**config.mk**
```make
export PLATFORM = sky130hd
export DESIGN_NAME = xor_checked_frame_receiver
export DESIGN_NICKNAME = d
export VERILOG_FILES = /design/src/hw/rtl/xcfr_pkg.sv /design/src/hw/rtl/xcfr_parser.sv /design/src/hw/rtl/xor_checked_frame_receiver.sv
export SDC_FILE = /design/constraint.sdc
export NUM_CORES = 1
export LEC_CHECK = 0
export ABC_CLOCK_PERIOD_IN_PS = 16400
export BUFFER_PORTS_ARGS = -buffer_cell sky130_fd_sc_hd__buf_2
export CAP_MARGIN = 40
export CORE_MARGIN = 4
export CORE_UTILIZATION = 60
export CTS_CLUSTER_SIZE = 30
export DETAILED_ROUTE_END_ITERATION = 12
export PLACE_DENSITY = 0.86
export RECOVER_POWER = 50
export SLEW_MARGIN = 20
export SYNTH_ARGS = -nofsm -noshare
export SYNTH_HDL_FRONTEND = slang
export SYNTH_SLANG_ARGS = --single-unit
```
**constraint.sdc**
```tcl
create_clock -name clock -period 16.4 [get_ports clock]
set_input_delay 1.64 -clock clock [delete_from_list [all_inputs] [get_ports clock]]
set_output_delay 1.64 -clock clock [all_outputs]
set_load 0.02 [all_outputs]
```
**src/hw/rtl/xcfr_pkg.sv**
```systemverilog
// ----------------------------------------------------------------------------
// xcfr_pkg - shared types and codes for the checked frame receiver
// Status codes and the result word that travels from the parser to the
// output stage.
// ----------------------------------------------------------------------------
package xcfr_pkg;

   // status codes on the result channel
   localparam logic [1:0] STATUS_HUNTING   = 2'd0;
   localparam logic [1:0] STATUS_RECEIVING = 2'd1;
   localparam logic [1:0] STATUS_VALID_END = 2'd2;
   localparam logic [1:0] STATUS_FAILED    = 2'd3;

   // one result word
   typedef struct packed {
      logic [1:0]  status;
      logic [7:0]  opcode;
      logic [31:0] sender_addr;
      logic [31:0] recipient_addr;
      logic [15:0] frame_length;
      logic [10:0] payload_length;
      logic [7:0]  payload_byte;
      logic        payload_strobe;
   } result_type;

endpackage

```
**src/hw/rtl/xcfr_parser.sv**
```systemverilog
// ----------------------------------------------------------------------------
// xcfr_parser - magic hunt, header capture and checksum per received byte
// Holds the frame state; for each accepted byte it works out the next state
// and the matching result word in one pass.
// ----------------------------------------------------------------------------
module xcfr_parser
   import xcfr_pkg::*;
#(
   parameter int ADDR_BYTES  = 1,
   parameter int MAX_PAYLOAD = 1024
) (
   input  logic        clock,
   input  logic        reset,
   input  logic        take,
   input  logic [7:0]  rx_byte,
   input  logic [15:0] magic_word,
   output result_type  result
);

   localparam int HDR_SIZE = 5 + 2 * ADDR_BYTES;
   localparam logic [15:0] SNDR_END  = 16'(2 + ADDR_BYTES);
   localparam logic [15:0] RCPT_END  = 16'(2 + 2 * ADDR_BYTES);
   localparam logic [15:0] LEN_LO    = RCPT_END;
   localparam logic [15:0] LEN_HI    = RCPT_END + 16'd1;
   localparam logic [15:0] OPC_IDX   = RCPT_END + 16'd2;
   localparam logic [15:0] END_FIRST = 16'(HDR_SIZE - 1);
   localparam logic [16:0] LEN_MIN   = 17'(HDR_SIZE + 1);
   localparam logic [16:0] LEN_MAX   = 17'(MAX_PAYLOAD + HDR_SIZE + 1);

   typedef enum logic {
      PH_HUNT,
      PH_RECV
   } phase_type;

   phase_type   phase_ff, phase_in;
   logic [7:0]  last_byte_ff, last_byte_in;
   logic        last_seen_ff, last_seen_in;
   logic [15:0] taken_ff, taken_in;
   logic [7:0]  xor_ff, xor_in;
   logic [31:0] sender_ff, sender_in;
   logic [31:0] recipient_ff, recipient_in;
   logic [15:0] length_ff, length_in;
   logic [7:0]  opcode_ff, opcode_in;

   logic        len_ok;
   logic [16:0] len_wide;
   logic [16:0] len_rest;

   // next state and result word for the byte on offer
   always_comb begin
      logic [15:0] idx;
      logic [1:0]  lane;
      logic        failed;
      logic [1:0]  status;
      logic [7:0]  pbyte;
      logic        strobe;
      logic        hi_ok;

      phase_in     = phase_ff;
      last_byte_in = last_byte_ff;
      last_seen_in = last_seen_ff;
      taken_in     = taken_ff;
      xor_in       = xor_ff;
      sender_in    = sender_ff;
      recipient_in = recipient_ff;
      length_in    = length_ff;
      opcode_in    = opcode_ff;
      idx          = taken_ff;
      lane         = 2'd0;
      failed       = 1'b0;
      status       = STATUS_HUNTING;
      pbyte        = 8'd0;
      strobe       = 1'b0;
      hi_ok        = 1'b0;

      if (phase_ff == PH_HUNT) begin
         if (last_seen_ff && last_byte_ff == magic_word[7:0]
             && rx_byte == magic_word[15:8]) begin
            phase_in     = PH_RECV;
            taken_in     = 16'd2;
            xor_in       = last_byte_ff ^ rx_byte;
            sender_in    = '0;
            recipient_in = '0;
            length_in    = '0;
            opcode_in    = '0;
            last_seen_in = 1'b0;
            status       = STATUS_RECEIVING;
         end else begin
            last_byte_in = rx_byte;
            last_seen_in = 1'b1;
         end
      end else begin
         xor_in   = xor_ff ^ rx_byte;
         taken_in = taken_ff + 16'd1;
         status   = STATUS_RECEIVING;

         if (idx < SNDR_END) begin
            lane = 2'(idx - 16'd2);
            sender_in[8*lane +: 8] = sender_ff[8*lane +: 8] | rx_byte;
         end else if (idx < RCPT_END) begin
            lane = 2'(idx - SNDR_END);
            recipient_in[8*lane +: 8] = recipient_ff[8*lane +: 8] | rx_byte;
         end else if (idx == LEN_LO) begin
            length_in = {8'd0, rx_byte};
         end else if (idx == LEN_HI) begin
            length_in = {rx_byte, length_ff[7:0]};
            hi_ok = ({1'b0, length_in} >= LEN_MIN) && ({1'b0, length_in} <= LEN_MAX);
            failed = !hi_ok;
         end else if (idx == OPC_IDX) begin
            opcode_in = rx_byte;
         end else if (({1'b0, idx} + 17'd1) < {1'b0, length_ff}) begin
            pbyte  = rx_byte;
            strobe = 1'b1;
         end

         if (failed) begin
            status   = STATUS_FAILED;
            phase_in = PH_HUNT;
         end else if (idx >= END_FIRST && taken_in == length_in) begin
            status   = (xor_in == 8'd0) ? STATUS_VALID_END : STATUS_FAILED;
            phase_in = PH_HUNT;
         end
      end

      result.status         = status;
      result.opcode         = opcode_in;
      result.sender_addr    = sender_in;
      result.recipient_addr = recipient_in;
      result.frame_length   = length_in;
      result.payload_length = len_ok ? len_rest[10:0] : 11'd0;
      result.payload_byte   = pbyte;
      result.payload_strobe = strobe;
   end

   // payload length from the updated length field
   assign len_wide = {1'b0, length_in};
   assign len_ok   = (len_wide >= LEN_MIN) && (len_wide <= LEN_MAX);
   assign len_rest = len_wide - LEN_MIN;

   // frame state, moves on each accepted byte
   always_ff @(posedge clock) begin
      if (reset) begin
         phase_ff     <= PH_HUNT;
         last_byte_ff <= '0;
         last_seen_ff <= 1'b0;
         taken_ff     <= '0;
         xor_ff       <= '0;
         sender_ff    <= '0;
         recipient_ff <= '0;
         length_ff    <= '0;
         opcode_ff    <= '0;
      end else if (take) begin
         phase_ff     <= phase_in;
         last_byte_ff <= last_byte_in;
         last_seen_ff <= last_seen_in;
         taken_ff     <= taken_in;
         xor_ff       <= xor_in;
         sender_ff    <= sender_in;
         recipient_ff <= recipient_in;
         length_ff    <= length_in;
         opcode_ff    <= opcode_in;
      end
   end

   // inside a frame the count starts at two, past the magic
   assert property (@(posedge clock) disable iff (reset)
      phase_ff == PH_RECV |-> taken_ff >= 16'd2)
      else $error("byte count below magic size inside a frame");

   // a payload byte only shows while a frame is running
   assert property (@(posedge clock) disable iff (reset)
      result.payload_strobe |-> phase_ff == PH_RECV && result.status == STATUS_RECEIVING)
      else $error("payload strobe outside a frame");

   // an ended or failed frame drops back to the hunt
   assert property (@(posedge clock) disable iff (reset)
      take && (result.status == STATUS_VALID_END || result.status == STATUS_FAILED)
      |=> phase_ff == PH_HUNT)
      else $error("frame end did not return to hunting");

   // a magic match starts a frame with the count at two and the held byte cleared
   assert property (@(posedge clock) disable iff (reset)
      take && phase_ff == PH_HUNT && result.status == STATUS_RECEIVING
      |=> taken_ff == 16'd2 && !last_seen_ff)
      else $error("magic match did not start a frame cleanly");

endmodule

```
**src/hw/rtl/xor_checked_frame_receiver.sv**
```systemverilog
// ----------------------------------------------------------------------------
// xor_checked_frame_receiver - magic-framed byte receiver with XOR check
// The result word of an accepted byte is registered in the output word, or in the skid word.
// Throughput: one byte per cycle while req_stall is low, set by the single-pass parser update.
// A two-word output stage keeps input open while one result waits.
// Reset: synchronous, active high; parser hunts, magic word reads zero.
// ----------------------------------------------------------------------------
module xor_checked_frame_receiver
   import xcfr_pkg::*;
#(
   parameter int ADDR_BYTES  = 1,
   parameter int MAX_PAYLOAD = 1024
) (
   input  logic        clock,
   input  logic        reset,
   // configuration
   input  logic        csr_write_enable,
   input  logic [15:0] csr_write_data,
   // byte input
   input  logic        req_valid,
   output logic        req_stall,
   input  logic [7:0]  req_rx_byte,
   // result output
   output logic        rsp_valid,
   input  logic        rsp_stall,
   output logic [1:0]  rsp_status,
   output logic [7:0]  rsp_opcode,
   output logic [31:0] rsp_sender_addr,
   output logic [31:0] rsp_recipient_addr,
   output logic [15:0] rsp_frame_length,
   output logic [10:0] rsp_payload_length,
   output logic [7:0]  rsp_payload_byte,
   output logic        rsp_payload_strobe
);

   logic [15:0] magic_ff;
   logic        take;
   logic        give;
   result_type  result;
   result_type  out_ff;
   result_type  skid_ff;
   logic        out_valid_ff;
   logic        skid_valid_ff;

   // magic word register
   always_ff @(posedge clock) begin
      if (reset) begin
         magic_ff <= '0;
      end else if (csr_write_enable) begin
         magic_ff <= csr_write_data;
      end
   end

   assign req_stall = skid_valid_ff;
   assign take      = req_valid && !skid_valid_ff;
   assign give      = out_valid_ff && !rsp_stall;

   xcfr_parser #(
      .ADDR_BYTES  (ADDR_BYTES),
      .MAX_PAYLOAD (MAX_PAYLOAD)
   ) u_parser (
      .clock      (clock),
      .reset      (reset),
      .take       (take),
      .rx_byte    (req_rx_byte),
      .magic_word (magic_ff),
      .result     (result)
   );

   // output word plus skid word
   always_ff @(posedge clock) begin
      if (reset) begin
         out_valid_ff  <= 1'b0;
         skid_valid_ff <= 1'b0;
      end else if (skid_valid_ff) begin
         if (give) begin
            out_ff        <= skid_ff;
            skid_valid_ff <= 1'b0;
         end
      end else if (take) begin
         if (!out_valid_ff || give) begin
            out_ff       <= result;
            out_valid_ff <= 1'b1;
         end else begin
            skid_ff       <= result;
            skid_valid_ff <= 1'b1;
         end
      end else if (give) begin
         out_valid_ff <= 1'b0;
      end
   end

   assign rsp_valid          = out_valid_ff;
   assign rsp_status         = out_ff.status;
   assign rsp_opcode         = out_ff.opcode;
   assign rsp_sender_addr    = out_ff.sender_addr;
   assign rsp_recipient_addr = out_ff.recipient_addr;
   assign rsp_frame_length   = out_ff.frame_length;
   assign rsp_payload_length = out_ff.payload_length;
   assign rsp_payload_byte   = out_ff.payload_byte;
   assign rsp_payload_strobe = out_ff.payload_strobe;

   // the skid word only fills behind a waiting output word
   assert property (@(posedge clock) disable iff (reset)
      skid_valid_ff |-> out_valid_ff)
      else $error("skid word held without output word");

   // a stalled output word is not dropped
   assert property (@(posedge clock) disable iff (reset)
      out_valid_ff && rsp_stall |=> out_valid_ff)
      else $error("stalled result word lost");

   // a drained skid word empties the skid stage
   assert property (@(posedge clock) disable iff (reset)
      skid_valid_ff && !rsp_stall |=> !skid_valid_ff)
      else $error("skid word not moved on when output taken");

endmodule
```
==> flow_summary.json, run 1 <==
{
  "synth-compound-area-share_pct": 11.7,
  "fin_crit_ns": 6.61,
  "io_buffer_count": 140,
  "final_area_um2": 18600,
  "die_w_um": 174,
  "r2r_slack_ns": 10.72,
  "synth_cell_types": 79,
  "max_cap_violations": 7,
  "synth_warnings": 0,
  "hold_buffers": 0,
  "rsz0062_at_grt": "no",
  "clkPwrFrac_pct": 41.6,
  "vias_per_cell": 6.22,
  "wl_per_cell_um": 21.2,
  "wl_um": 41800,
  "setup_violations": 0,
  "total_power_mw": 1.97,
  "cts_resized": 0,
  "synth.avg_cell_area_um2": 11.4,
  "ios": 141,
  "wl_met2_um": 19100,
  "area_delta_synth_final_pct": 11.9,
  "start_util_pct": 61.4,
  "r2r-start": "req_stall$_SDFF_PP0_",
  "fin_nets": 1622,
  "fin_ws_ns": 9.79,
  "fillers": 1957,
  "clockRootBuffer": "clkbuf_16",
  "std_cell_rows": 60,
  "synth_mux_area_share_pct": 9.92,
  "vias": 12200,
  "yosys.area.top_type": "edfxtp_1",
  "overflow": 0,
  "cp_max_fo": 62,
  "grt_max_degree": 66,
  "highest_layer": "met4",
  "status": "finished with violations",
  "cts_buffers": 36,
  "yosysSeqAreaShare_pct": 56.6,
  "cts_tree": "yes",
  "fin_crit_sh_pct": 40.3,
  "grt_pass1_wl_um": 65500,
  "synth_fa_ha_area_share_pct": 1.73,
  "die_height_um": 174,
  "syn_area_um2": 16600,
  "wl_met1_um": 17500,
  "required_ns": 16.46,
  "antenna_found_initial": 0,
  "async_reset_ff_share_pct": 0,
  "post_cts_buffers": 0,
  "die_area_um2": 30400,
  "violations": "max-capacitance violations, max-slew violations",
  "max_freq_mhz": 151,
  "placed_area_um2": 17700,
  "path_class": "in2reg",
  "clk_pin_slew_ns": 0.06,
  "syn_inst": 1462,
  "slew_headroom_pct": -119,
  "synth_seq_cells": 360,
  "combPwrFrac_pct": 7.7,
  "p_int_mw": 1.52,
  "slew_viol_final": 338,
  "hold_ws_ns": 0.448,
  "dpl.hpwl_um": 27700,
  "dpl_worst_slack_ns": 11.58,
  "synth_top_family_by_area": "simple AND/OR/NAND/NOR gates",
  "first_global_vias": 11800,
  "max_slew.worst_pin.slew_ns": 3.29,
  "grt_usage_pct": 26.6,
  "synth_ff_type": "edfxtp_1",
  "synth_xor_area_share_pct": 2.99,
  "min_from": "u_parser.recipient_ff[10]$_SDFFE_PP0P_",
  "synth.top_cell.area_share_pct": 39.7,
  "drt_iter0_markers": 1523,
  "drtPass1Iterations": 6,
  "clockBufferDepth": 3,
  "synthSimpleGateAreaFrac_pct": 14.0,
  "antenna_cells": 0,
  "drcViolationCount": 0,
  "p_leak_nw": 6.75,
  "wl_met3_um": 3960,
  "power_per_cell_area_nw_per_um2": 106,
  "htree_levels": 2,
  "crit_path_end_kind": "flop",
  "tns_ns": 0,
  "fin_skew_ns": 0.0152,
  "peakVddDrop_v": 0.0000599,
  "hold_class": "reg2reg",
  "coreArea_um2": 27100,
  "cts_sinks": 360,
  "insertion_delay_ns": 0.53,
  "gp_congestion": 0.953,
  "power.switching_mw": 0.456,
  "drive_above_1_share_pct": 14.8,
  "worst_setup_path_start_kind": "input pin",
  "syn_nets": 1514,
  "finalHoldViolCount": 0,
  "swShare_pct": 23.1,
  "crit_arrival_ns": 6.67,
  "ant_nets": 0,
  "synth-edff-count": 220,
  "critPathLaunch": "reset",
  "ys_top_cells_by_area": "edfxtp_1 (40%), dfxtp_1 (17%), mux2_2 (6.4%), nor2_1 (4.0%), a22oi_1 (2.8%)",
  "seqPwrFrac_pct": 50.8
}
-- placed cells by master, fill, tap and decap left out, drive strengths merged, types with 7 or more instances in the layout --
cell type,Yosys,layout
and3,7,7
mux2i,40,40
or2,9,9
o211ai,8,8
a21o,18,18
buf,23,38
xnor2,39,39
nand3,17,17
o41ai,7,7
nor3,53,53
a22o,11,11
o31ai,13,13
nand2b,10,10
mux2,95,95
mux4,8,8
a22oi,64,64
a32oi,8,8
ha,23,23
nor4,7,7
and2,31,31
nand4,20,20
a21oi,58,58
dfxtp,140,140
nor2b,28,28
inv,39,39
nor2,178,178
clkinv,0,9
nand2,85,85
clkbuf,67,170
edfxtp,220,220
xor2,17,17
a211oi,10,10
o21ai,71,71
-- cell families (layout without fill, tap and decap cells) --
family                     Yosys count  after routing
buffers and inverters              129            263
and+or+nand+nor                    464            464
AOI/OAI and AO/OA                  287            287
adders and majority gates           23             23
DFF                                360            360
xor gates and xnor gates            56             56
muxes                              143            143
-- critical path, cell delays in order --
cell,delay (ns)
clkbuf_1,1.01
a221oi_1,0.71
clkbuf_1,0.85
clkbuf_1,2.34
-- registers in the layout, summed over array words and instances (netlist names), 2 cells and up --
signal,flops
magic_ff,16
rsp_frame_length,16
rsp_opcode,8
rsp_payload_byte,8
rsp_payload_length,11
rsp_recipient_addr,32
rsp_sender_addr,32
rsp_status,2
skid_ff,110
u_parser.last_byte_ff,8
u_parser.length_ff,16
u_parser.opcode_ff,8
u_parser.recipient_ff,32
u_parser.sender_ff,32
u_parser.taken_ff,16
u_parser.xor_ff,8
-- metrics by stage --
step / utilization, % / instances
floorplan: - / 1462
global placement: 64.9 / 1900
detailed placement: 65.2 / 1903
CTS: 69.5 / 1967
global route: 68.7 / 1968
finish: 68.7 / 1968
-- cell type report --
type | instances | area (µm²) | share of cell area [%]
Clock inverter | 16 | 169 | 0.908
Clock buffer | 48 | 1010 | 5.42
Tap cell | 372 | 465 | 2.50
Inverter | 39 | 146 | 0.787
Multi-Input combinational cell | 973 | 6710 | 36.0
Timing Repair Buffer | 160 | 702 | 3.77
Sequential cell | 360 | 9410 | 50.6
-- synthesized netlist by cell type (28+ instances only) --
master    instances
a21oi_1          57
o21ai_0          65
inv_1            38
nor2_1          176
nor2b_1          28
mux2i_1          40
edfxtp_1        220
clkbuf_1         67
nor3_1           47
and2_1           30
xnor2_1          39
dfxtp_1         140
mux2_2           95
nand2_1          82
a22oi_1          62
-- power by group through the flow --
stage | Combinational [mW] | Sequential, mW | Clock, mW
finish | 0.151 | 1.00 | 0.820
global route | 0.163 | 1.00 | 0.866
CTS | 0.156 | 1.00 | 0.828
detailed placement | 0.154 | 1.02 | 0
global placement | 0.148 | 1.02 | 0
floorplan | 0.0894 | 1.04 | 0
-- metal layers --
layer	up-vias	global-route usage, %
met1	5852	38.2
met5	-	0
met3	111	4.15
li1	5563	-
met2	708	41.9
met4	0	8.61
-- final timing paths --
path,depth (start not counted),to
max,4,rsp_recipient_addr[26]$_DFFE_PP_
min,1,u_parser.recipient_ff[10]$_SDFFE_PP0P_
max reg2reg,5,rsp_recipient_addr[26]$_DFFE_PP_
min reg2reg,1,u_parser.recipient_ff[10]$_SDFFE_PP0P_
No activity file was read; power rests on OpenSTA's default activity.
==> run 2, diff against run 1 <==
--- a/config.mk
+++ b/config.mk
@@ -5,14 +5,15 @@
 export SDC_FILE = /design/constraint.sdc
 export NUM_CORES = 1
 export LEC_CHECK = 0
-export ABC_CLOCK_PERIOD_IN_PS = 16400
+export ABC_AREA = 1
+export ABC_CLOCK_PERIOD_IN_PS = 5700
 export BUFFER_PORTS_ARGS = -buffer_cell sky130_fd_sc_hd__buf_2
 export CAP_MARGIN = 40
 export CORE_MARGIN = 4
-export CORE_UTILIZATION = 60
+export CORE_UTILIZATION = 54
 export CTS_CLUSTER_SIZE = 30
 export DETAILED_ROUTE_END_ITERATION = 12
-export PLACE_DENSITY = 0.86
+export PLACE_DENSITY = 0.82
 export RECOVER_POWER = 50
 export SLEW_MARGIN = 20
 export SYNTH_ARGS = -nofsm -noshare
==> constraint.sdc (replaced) <==
create_clock -name clock -period 5.7 [get_ports clock]
set_input_delay 0.57 -clock clock [delete_from_list [all_inputs] [get_ports clock]]
set_output_delay 0.57 -clock clock [all_outputs]
set_load 0.02 [all_outputs]
==> flow_summary.json, run 2 <==
{
  "required_ns": 5.94,
  "largest_reg_flops": 110,
  "synth_warnings": 0,
  "swShare_pct": 23.9,
  "setup_violations": 0,
  "drcViolationCount": 0,
  "worstPathCellList": "clkinvlp_2, nand2_1, clkinv_1, nand2_1, nor2_4, clkbuf_2, clkbuf_1, buf_16",
  "peakVddDrop_v": 0.000298,
  "overflow": 0,
  "fin_skew_ns": 0.0254,
  "combPwrFrac_pct": 8.0,
  "power_per_cell_area_nw_per_um2": 300,
  "vias_per_cell": 5.70,
  "first_global_vias": 14000,
  "rsz0062_at_grt": "no",
  "slowest_delay_ns": 1.10,
  "total_power_mw": 5.85,
  "tns_ns": 0,
  "hold_buffers": 0,
  "synth-compound-area-share_pct": 13.6,
  "synthSimpleGateAreaFrac_pct": 22.1,
  "ios": 141,
  "synth_seq_cells": 360,
  "slew_headroom_pct": -71.3,
  "path_class": "reg2reg",
  "ys_top_cells_by_count": "nand2_1 (588), edfxtp_1 (220), inv_1 (213)",
  "finalHoldViolCount": 0,
  "regMostFlops": "skid_ff",
  "synth_top_family_by_area": "simple AND/OR/NAND/NOR gates",
  "fin_crit_sh_pct": 80.8,
  "insertion_delay_ns": 0.53,
  "hold_class": "in2reg",
  "drive_above_1_share_pct": 7.79,
  "antenna_found_initial": 0,
  "wl_per_cell_um": 17.8,
  "wl_um": 45900,
  "clk_pin_slew_ns": 0.06,
  "power.switching_mw": 1.40,
  "p_leak_nw": 8.01,
  "status": "finished with violations",
  "io_buffer_count": 140,
  "max_freq_mhz": 217,
  "synth.top_cell.area_share_pct": 38.0,
  "fin_crit_ns": 4.60,
  "clkPwrFrac_pct": 42.9,
  "grt_max_degree": 92,
  "worst_setup_path_start_kind": "flop",
  "p_int_mw": 4.46,
  "met3_usage_pct": 3.52,
  "synth_most_common_cell": "nand2_1",
  "cts_sinks": 360,
  "std_cell_rows": 65,
  "async_reset_ff_share_pct": 0,
  "antenna_cells": 0,
  "synth_fa_ha_area_share_pct": 1.65,
  "cts_resized": 0,
  "drt_iter0_markers": 1573,
  "synth-edff-count": 220,
  "crit_path_end_kind": "flop",
  "clockRootBuffer": "clkbuf_16",
  "syn_nets": 2097,
  "vias": 14700,
  "post_cts_buffers": 0,
  "synth_ff_type": "edfxtp_1",
  "synth.avg_cell_area_um2": 8.51,
  "violations": "max-capacitance violations, max-slew violations",
  "syn_area_um2": 17400,
  "area_delta_synth_final_pct": 12.2,
  "fin_nets": 2203,
  "yosys.area.top_type": "edfxtp_1",
  "seqPwrFrac_pct": 49.2,
  "clockBufferDepth": 3,
  "die_height_um": 188,
  "slew_viol_final": 131,
  "coreArea_um2": 31600,
  "grt_usage_pct": 25.3,
  "start_util_pct": 55.0,
  "cts_buffers": 38,
  "cp_common_cell": "nand2_1",
  "ys_top_cells_by_area": "edfxtp_1 (38%), dfxtp_1 (16%), nand2_1 (13%), inv_1 (4.6%), a21oi_1 (4.3%)",
  "grt_pass1_wl_um": 73600,
  "busiest_layer": "met2",
  "syn_inst": 2045,
  "slowest_stage": "nand2_1",
  "synth_mux_area_share_pct": 0,
  "die_area_um2": 35200,
  "max_slew.worst_pin.slew_ns": 2.57,
  "drtPass1Iterations": 6,
  "ant_nets": 0,
  "htree_levels": 2,
  "yosysSeqAreaShare_pct": 54.1,
  "cp_max_fo": 57,
  "synth_cell_types": 49,
  "grt_util_met1_pct": 36.0,
  "max_cap_violations": 4,
  "met2_usage_pct": 40.7,
  "dpl.hpwl_um": 31100,
  "cts_tree": "yes",
  "synth_xor_area_share_pct": 1.31,
  "crit_arrival_ns": 4.84,
  "hold_ws_ns": 0.267,
  "gp_congestion": 0.978,
  "die_w_um": 188,
  "hold_depth": 3,
  "rr_worst_depth": 8,
  "final_cell_mix": "nand2_1 (597), edfxtp_1 (220), inv_1 (216)",
  "mostFrequentLayoutCell": "nand2_1"
}
run 2: cell count changes after synthesis, sizes merged, moves of 64 or more:
cell | previous run | this run
a22oi | 64 | 0
nand3 | 17 | 81
nand2 | 85 | 605
o21ai | 71 | 141
mux2 | 95 | 0
inv | 39 | 226
a21oi | 58 | 156
run 2: kinds of logic (layout without fill, tap and decap cells):
family / Yosys count / count (layout)
DFF: 360 / 360
adders and majority gates: 23 / 23
and+or+nand+nor: 895 / 895
xor gates and xnor gates: 26 / 26
buffers and inverters: 328 / 464
AOI/OAI and AO/OA: 413 / 413
run 2: per-stage QoR:
stage / instances / cell area (µm²) / utilization [%] / setup slack (ns)
after floorplan: 2045 / 17400 / - / 1.10
after global placement: 2504 / 18300 / 58.0 / 1.97
after detailed placement: 2508 / 18400 / 58.3 / 1.81
after CTS: 2578 / 19700 / 62.3 / 1.77
after global routing: 2583 / 19500 / 61.7 / 0.738
final: 2583 / 19500 / 61.7 / 1.10
run 2: routing by layer:
metal / wire [µm] / vias up / part of all wire (%)
li1: - / 7054 / -
met1: 20400 / 6993 / 44
met2: 21300 / 578 / 46
met3: 3080 / 95 / 6.7
met4: 1170 / 0 / 2.5
met5: 0 / - / 0
run 2: layout make-up:
class	instances	area, µm²
Clock inverter	20	200
Tap cell	402	503
Fill cell	2669	12100
Multi-Input combinational cell	1357	6660
Clock buffer	50	1080
Sequential cell	360	9410
Inverter	230	865
Timing Repair Buffer	164	810
run 2: critical path, delay by kind of cell, from the launching register on:
| family | cells | cell delay [ns] |
|---|---|---|
| buf+inv | 5 | 2.14 |
| simple gates | 3 | 1.36 |
| flops | 1 | 0.75 |
run 2: worst paths after layout:
check	from	to	slack, ns
max	req_stall$_SDFF_PP0_	skid_ff[75]$_DFFE_PP_	1.10
min	csr_write_data[10]	magic_ff[10]$_SDFFE_PP0P_	0.27
max reg2reg	req_stall$_SDFF_PP0_	skid_ff[75]$_DFFE_PP_	1.10
min reg2reg	u_parser.sender_ff[5]$_SDFFE_PP0P_	u_parser.sender_ff[5]$_SDFFE_PP0P_	0.47
run 2: power by group through the flow:
stage	Sequential [mW]	Clock (mW)	Combinational, mW
CTS	2.88	2.54	0.476
global placement	2.93	0	0.452
global route	2.88	2.66	0.517
floorplan	2.98	0	0.277
finish	2.88	2.51	0.467
detailed placement	2.93	0	0.472
